**src/rtl/bpc_pkg.sv**
```systemverilog
package bpc_pkg;

    localparam int unsigned DIV_W = 32;

    localparam logic [1:0] CFG_OSS   = 2'd0;
    localparam logic [1:0] CFG_CAL_A = 2'd1;
    localparam logic [1:0] CFG_CAL_B = 2'd2;
    localparam logic [1:0] CFG_CAL_C = 2'd3;

    localparam logic signed [31:0] B6_OFFSET  = 32'sd4000;
    localparam logic signed [31:0] P_COEF_SQ  = 32'sd3038;
    localparam logic signed [31:0] P_COEF_LIN = -32'sd7357;
    localparam logic signed [31:0] P_OFFSET   = 32'sd3791;
    localparam logic [31:0]        B7_SCALE   = 32'd50000;
    localparam logic signed [31:0] B4_OFFSET  = 32'sd32768;

    typedef struct packed {
        logic signed [15:0] ac1;
        logic signed [15:0] ac2;
        logic signed [15:0] ac3;
        logic [15:0]        ac4;
        logic [15:0]        ac5;
        logic [15:0]        ac6;
        logic signed [15:0] b1;
        logic signed [15:0] b2;
        logic signed [15:0] mc;
        logic signed [15:0] md;
        logic [1:0]         oss;
    } cal_t;

    // item after temperature front, before division
    typedef struct packed {
        logic [31:0] num;
        logic [31:0] den;
        logic        err;
        logic [15:0] raw_p;
    } tdiv_t;

    // item handed from front to back through the queue
    typedef struct packed {
        logic signed [31:0] b5;
        logic [18:0]        raw_p;
        logic               err;
    } mid_t;

    // unsigned 32-bit quotient, truncating toward zero, one bit per stage
    typedef struct packed {
        logic [31:0] rem;
        logic [31:0] quo;
        logic [31:0] dvs;
    } div_stage_t;

endpackage

```
**src/rtl/bpc_queue.sv**
```systemverilog
module bpc_queue
    import bpc_pkg::*;
#(
    parameter int unsigned DEPTH = 4
)
(
    input  logic clk,
    input  logic rst_n,
    input  logic wr_en,
    input  mid_t wr_data,
    output logic almost_full,
    input  logic rd_en,
    output logic rd_valid,
    output mid_t rd_data
);

    localparam int unsigned AW = (DEPTH > 1) ? $clog2(DEPTH) : 1;

    mid_t          mem_reg [DEPTH];
    logic [AW-1:0] wp_reg;
    logic [AW-1:0] rp_reg;
    logic [AW:0]   cnt_reg;

    always_ff @(posedge clk or negedge rst_n)
    begin
        if (!rst_n)
        begin
            wp_reg  <= '0;
            rp_reg  <= '0;
            cnt_reg <= '0;
        end
        else
        begin
            if (wr_en)
            begin
                wp_reg <= (wp_reg == AW'(DEPTH - 1)) ? '0 : wp_reg + 1'b1;
            end
            if (rd_en)
            begin
                rp_reg <= (rp_reg == AW'(DEPTH - 1)) ? '0 : rp_reg + 1'b1;
            end
            cnt_reg <= cnt_reg + (AW+1)'(wr_en) - (AW+1)'(rd_en);
        end
    end

    always_ff @(posedge clk)
    begin
        if (wr_en)
        begin
            mem_reg[wp_reg] <= wr_data;
        end
    end

    assign rd_valid    = (cnt_reg != '0);
    assign rd_data     = mem_reg[rp_reg];
    assign almost_full = (cnt_reg >= (AW+1)'(DEPTH - 1));

`ifndef SYNTHESIS
    a_no_overflow: assert property (@(posedge clk) disable iff (!rst_n)
        (cnt_reg == (AW+1)'(DEPTH)) |-> !wr_en || rd_en)
        else $error("queue overflow");
    a_no_underflow: assert property (@(posedge clk) disable iff (!rst_n)
        rd_en |-> rd_valid)
        else $error("queue underflow");
    a_cnt_step: assert property (@(posedge clk) disable iff (!rst_n)
        (wr_en && !rd_en) |=> cnt_reg == $past(cnt_reg) + 1'b1)
        else $error("count step wrong");
`endif

endmodule

```
**config.mk**
```make
export PLATFORM = sky130hd
export DESIGN_NAME = bpc_queue
export DESIGN_NICKNAME = d
export VERILOG_FILES = /design/src/rtl/bpc_pkg.sv /design/src/rtl/bpc_queue.sv
export SDC_FILE = /design/constraint.sdc
export NUM_CORES = 1
export LEC_CHECK = 0
export ABC_AREA = 0
export BUFFER_PORTS_ARGS = -buffer_cell sky130_fd_sc_hd__buf_2
export CORE_UTILIZATION = 64
export CTS_BUF_LIST = sky130_fd_sc_hd__clkbuf_8
export CTS_CLUSTER_DIAMETER = 30
export DETAILED_ROUTE_END_ITERATION = 12
export HOLD_SLACK_MARGIN = 0.06
export MAX_ROUTING_LAYER = met4
export PLACE_DENSITY = 0.95
export SLEW_MARGIN = 15
export SYNTH_ARGS = -nofsm -noshare
export SYNTH_HDL_FRONTEND = slang
export SYNTH_SLANG_ARGS = --single-unit
```
**constraint.sdc**
```tcl
create_clock -name clk -period 4 [get_ports clk]
set_clock_uncertainty 0.15 [all_clocks]
set_input_delay 1 -clock clk [delete_from_list [all_inputs] [get_ports clk]]
set_output_delay 1 -clock clk [all_outputs]
set_load 0.05 [all_outputs]
```
==> reports/results.ini, run 1 <==
[layout]
largest_reg_flops=208
areaGrowthSynthToFinish_pct=18.2
nets=519
layout-drive-gt1-share_pct=46.6
finalInstanceArea_um2=9450

[power_and_ir_drop]
power_mw=7.81
p_per_area_nw_per_um2=827
p_leak_nw=3.36
ir_drop_v=0.000556

[routing]
detail_route.wl_per_cell_um=21.2
ant_nets=0
vias=3638
firstDrtPassIters=4
routed_wl_um=13800
drt-initial-drc-count=252
drc=0
viasPerCell=5.58

[clocking]
clk_latency_ns=0.49
ctsHoldBuffers=0
cts_setup_buffers=0
cts_buffers=37
tritoncts=built
cts-root-buf=clkbuf_8
h-tree-depth=2
cts.repair.resized=0
clock-sinks=215
cts_buffer_depth=3
path_clk_slew_ns=0.06

[setup_path]
timing.rr.end=mem_reg[1][2]
setup.worst_path.class=reg2out
critPathLaunch=rp_reg[0]
rr_startpoint=wp_reg[1]
critPathCapture=rd_data[1]
ff2ff_path_depth=4
cp.required_ns=2.85
cp-start-kind=flip-flop
crit_arrival_ns=2.42
critical_path_peak_fanout=33
regToRegSetupSlack_ns=1.79
end_kind=output pin

[timing]
tns_ns=0
hold-worst-slack_ns=0.187
maxClockFrequency_mhz=280
period_minus_slack_ns=3.57
max-slew-margin-rel_pct=45.1
rsz0062_at_grt=false
setup_violations=0
period_share_pct=89.2
tightest_slew_ns=0.824
maxSlewViolCount=0
hold_viol=0

[floorplan]
boundaryPins=110
num_rows=40
initial_core_util_pct=66.0
core-area_um2=12100
dieArea_um2=12900
fp.dieW_um=114
die_h_um=114

[global_route]
antenna_found_initial=1
grt_pass1_vias=3916
grt_max_degree=39
overflow=0
gr-usage-all-layers_pct=23.1
grt_pass1_wl_um=20900

[placed_design]
gp_congestion=0.696
dpl_cell_area_um2=8730
dp_hpwl_um=8590
numPortBuffers=109

[yosys]
syn_area_per_cell_um2=25.8
syn_area_um2=7990
synth_cells=310
ys_types=18
yosysWarningCount=0
yosysSeqAreaShare_pct=80.4
synth_fp_nets=375
ys_seq_elements=215

[hold_path]
hp-class=in2async

[status]
status=completed

[run]
maxCapViolCount=0

[how the worst min path moves through the flow]
| stage | startpoint | endpoint |
|---|---|---|
| 3_3_place_gp | wp_reg[0] | wp_reg[0] |
| 3_5_place_dp | cnt_reg[1] | cnt_reg[2] |
| 2_1_floorplan | wp_reg[0] | wp_reg[0] |
| 4_1_cts | rst_n | rp_reg[0] |
| 5_1_grt | rst_n | cnt_reg[2] |
| 6_report | rst_n | rp_reg[0] |
[where the power goes]
group | switching (mW) | internal, mW
sequential | 0.214 | 2.90
clock | 0.819 | 1.04
combinational | 1.94 | 0.897
[stage by stage]
| stage | utilization [%] | setup slack [ns] | std cells |
|---|---|---|---|
| after floorplan | - | 1.20 | 310 |
| after global placement | 72.0 | 0.952 | 583 |
| after detailed placement | 72.0 | 0.908 | 583 |
| after CTS | 78.0 | 0.388 | 651 |
| after global routing | 78.0 | 0.313 | 652 |
| final | 78.0 | 0.431 | 652 |
[cell type report]
class	count	area (um^2)
flip-flops and latches	215	6430
diodes	1	2.50
repair buffers	117	656
fillers	638	2660
multi-input cells	76	1410
inverters	7	26.3
clock buffers	39	537
well taps	168	210
clock inverters	29	183
[layer usage]
layer	GRT usage [%]	wire length (um)
met1	30.0	5510
met2	37.0	7250
met3	5.37	879
met4	7.19	169
met5	-	0
[cell usage in the layout (no fill, tap or decap), types with 2 or more instances in the layout]
cell and count:
clkinvlp_4 2, mux4_1 4, mux4_2 48, buf_12 4, buf_4 4, dfrtp_1 5
clkinv_1 8, edfxtp_1 208, inv_1 16, mux2_2 2, clkinv_2 7, o21ai_0 3
nand2_1 2, buf_2 109, and2_2 4, ha_1 8, bufinv_16 2, clkbuf_8 39
[kinds of logic after synthesis]
group | synth area share [%]
DFF | 80.4
muxes | 15.1
buffers and inverters | 2.10
adders and majority gates | 1.50
and+or+nand+nor | 0.626
AOI/OAI and AO/OA | 0.188
xor gates and xnor gates | 0.110
[synth_stat cells, drive strengths merged]
cell	number	area, um^2
edfxtp	208	6250
mux4	52	1190
buf	12	141
ha	8	100
dfrtp	7	175
inv	7	26.3
and2	4	25.0
o21ai	3	15.0
mux2	2	22.5
nand2	2	7.51
fa	1	20.0
nand3	1	5.00
nor2	1	3.75
or3b	1	8.76
xor2	1	8.76
[worst max-delay path, cell delays in order, from the launching register on]
cell and delay [ns]:
dfrtp_4 0.71, buf_12 0.33, mux4_1 0.61, buf_2 0.24
Power figures use the tool's default switching activity.
==> run 2, diff against run 1 <==
--- a/config.mk
+++ b/config.mk
@@ -7,14 +7,15 @@
 export LEC_CHECK = 0
 export ABC_AREA = 0
 export BUFFER_PORTS_ARGS = -buffer_cell sky130_fd_sc_hd__buf_2
-export CORE_UTILIZATION = 64
+export CORE_ASPECT_RATIO = 1.1
+export CORE_UTILIZATION = 60
 export CTS_BUF_LIST = sky130_fd_sc_hd__clkbuf_8
 export CTS_CLUSTER_DIAMETER = 30
 export DETAILED_ROUTE_END_ITERATION = 12
 export HOLD_SLACK_MARGIN = 0.06
 export MAX_ROUTING_LAYER = met4
-export PLACE_DENSITY = 0.95
-export SLEW_MARGIN = 15
+export PLACE_DENSITY = 0.9
+export SLEW_MARGIN = 30
 export SYNTH_ARGS = -nofsm -noshare
 export SYNTH_HDL_FRONTEND = slang
 export SYNTH_SLANG_ARGS = --single-unit
==> run 2 against run 1 <==
- the flow now finishes with violations (design-rule violations)
- via count is 0.91% lower
- sequential share of layout area is 0.15 points higher
- critical path depth unchanged
- core utilization is 4.4 points lower
- routed wire length is 3.0% lower
- global-route usage fell by 2.2 points
- largest cell class unchanged
==> reports/results.ini, run 2 (synthesis results as in run 1) <==
[setup_path]
rr_startpoint=wp_reg[0]
crit_arrival_ns=2.54  ; +0.12 ns
cp-start-kind=flip-flop
critPathBufInv=2  ; unchanged
crit_chain=buf_4, mux4_2, buf_2
ff2ff_path_depth=4  ; unchanged
critPathMaxStageDelay_ns=0.97  ; +0.26 ns
end_kind=output pin
crit_family=flip-flops
critical_path_peak_fanout=44  ; +33%
cp.required_ns=2.85  ; about the same
timing.rr.end=mem_reg[0][49]
crit_path_top_delay_cell=dfrtp_4
regToRegSetupSlack_ns=1.93  ; +0.14 ns
setup.worst_path.class=reg2out

[clocking]
cts.repair.resized=0  ; unchanged
clock-sinks=215  ; unchanged
clk_latency_ns=0.48  ; about the same
ctsHoldBuffers=0  ; unchanged
path_clk_slew_ns=0.06  ; about the same
tritoncts=built
cts_setup_buffers=0  ; unchanged
h-tree-depth=2  ; unchanged
cts_buffers=37  ; unchanged
cts_buffer_depth=3  ; unchanged
cts-root-buf=clkbuf_8

[timing]
period_minus_slack_ns=3.69  ; +0.116 ns
tightest_slew_ns=0.824  ; +0.000735 ns
tns_ns=0  ; unchanged
max-slew-margin-rel_pct=45.0  ; -0.049 points
setup_violations=0  ; unchanged
hold_viol=0  ; unchanged
maxSlewViolCount=0  ; unchanged
period_share_pct=92.1  ; +2.9 points
maxClockFrequency_mhz=271  ; -3.2%
rsz0062_at_grt=false

[placed_design]
gp_congestion=0.740  ; +6.3%
numPortBuffers=109  ; unchanged
dp_hpwl_um=8310  ; -3.2%

[global_route]
antenna_found_initial=1  ; unchanged
grt_pass1_wl_um=20100  ; -3.9%
overflow=0  ; unchanged
grt_pass1_vias=3859  ; -1.5%
gr-usage-all-layers_pct=20.9  ; -2.2 points
grt_max_degree=45  ; +15%

[layout]
nets=521  ; +0.39%
nFillCells=722  ; +13%
multi_input_area_um2=1410  ; unchanged
areaGrowthSynthToFinish_pct=18.0
largest_reg_flops=208  ; unchanged
layout_common_cells=edfxtp_1 (208), buf_2 (109), mux4_2 (48)
register_area_um2=6430  ; unchanged
layout-drive-gt1-share_pct=47.0  ; +0.41 points
final_common_cell=edfxtp_1

[floorplan]
core-area_um2=12800  ; +5.7%
die_h_um=123  ; +8.2%
initial_core_util_pct=62.4  ; -3.6 points
fp.dieW_um=112  ; -1.5%
dieArea_um2=13800  ; +6.5%
num_rows=43  ; +7.5%
boundaryPins=110  ; unchanged

[status]
status=finished with violations
violations=design-rule violations

[routing]
viasPerCell=5.62  ; +0.79%
routed_wl_um=13400  ; -3.0%
ant_nets=0  ; unchanged
firstDrtPassIters=9  ; +5
drt-initial-drc-count=287  ; +14%
detail_route.wl_per_cell_um=20.9  ; -1.3%
vias=3605  ; -0.91%
drc=6  ; +6

[run]
maxCapViolCount=0  ; unchanged

[power_and_ir_drop]
p_per_area_nw_per_um2=825  ; -0.21%
ir_drop_v=0.000526  ; -5.4%
power_mw=7.78  ; -0.44%
p_leak_nw=3.37  ; +0.25%

[hold_path]
hp-class=in2async

run 2: changes by cell type in the layout (fill, tap and decap cells not counted), sizes merged:
cell,change
buf,+2
clkinv,-7
clkinvlp,+1
inv,+4
run 2: where the power goes:
| part | leakage, nW | internal (mW) | switching, mW |
|---|---|---|---|
| Clock | 0.406 | 1.04 | 0.814 |
| Combinational | 0.973 | 0.887 | 1.87 |
| Sequential | 1.99 | 2.89 | 0.266 |
run 2: layout make-up:
class / instances / share of cell area (%)
antenna: 1 / 0.0265
timing repair buffer: 119 / 6.85
clock inverter: 27 / 1.96
sequential: 215 / 68.2
inverter: 7 / 0.279
tap: 157 / 2.08
multi-input combinational: 76 / 14.9
clock buffer: 39 / 5.69
run 2: through the flow:
step	setup slack (ns)	hold slack, ns	util [%]	instance area, um^2	instances
after floorplan	1.20	0.425	-	7990	310
after global placement	0.786	0.445	68.0	8700	574
after detailed placement	0.761	0.480	68.0	8700	574
after CTS	0.230	0.180	73.6	9420	640
after global routing	0.130	0.190	73.6	9430	641
final	0.315	0.198	73.6	9430	641
run 2: worst register-to-register path, stage by stage (launching register included):
cell and delay (ns):
dfrtp_1 0.41, inv_1 0.11, ha_1 0.14, and2_2 0.63, buf_12 0.29
run 2: layer usage:
layer | GRT usage [%] | share of wire (%)
met3 | 4.56 | 6.2
met1 | 24.7 | 38
met5 | - | 0
met4 | 8.33 | 1.8
met2 | 35.6 | 54
run 2: how the worst max path moves through the flow:
stage	startpoint	end	cells past startpoint
after detailed placement	rp_reg[0]	rd_data[18]	3
after floorplan	wr_en	mem_reg[3][0]	1
final	rp_reg[0]	rd_data[18]	3
after global placement	rp_reg[0]	rd_data[18]	3
after global routing	rp_reg[0]	rd_data[18]	3
after CTS	rp_reg[0]	rd_data[18]	3
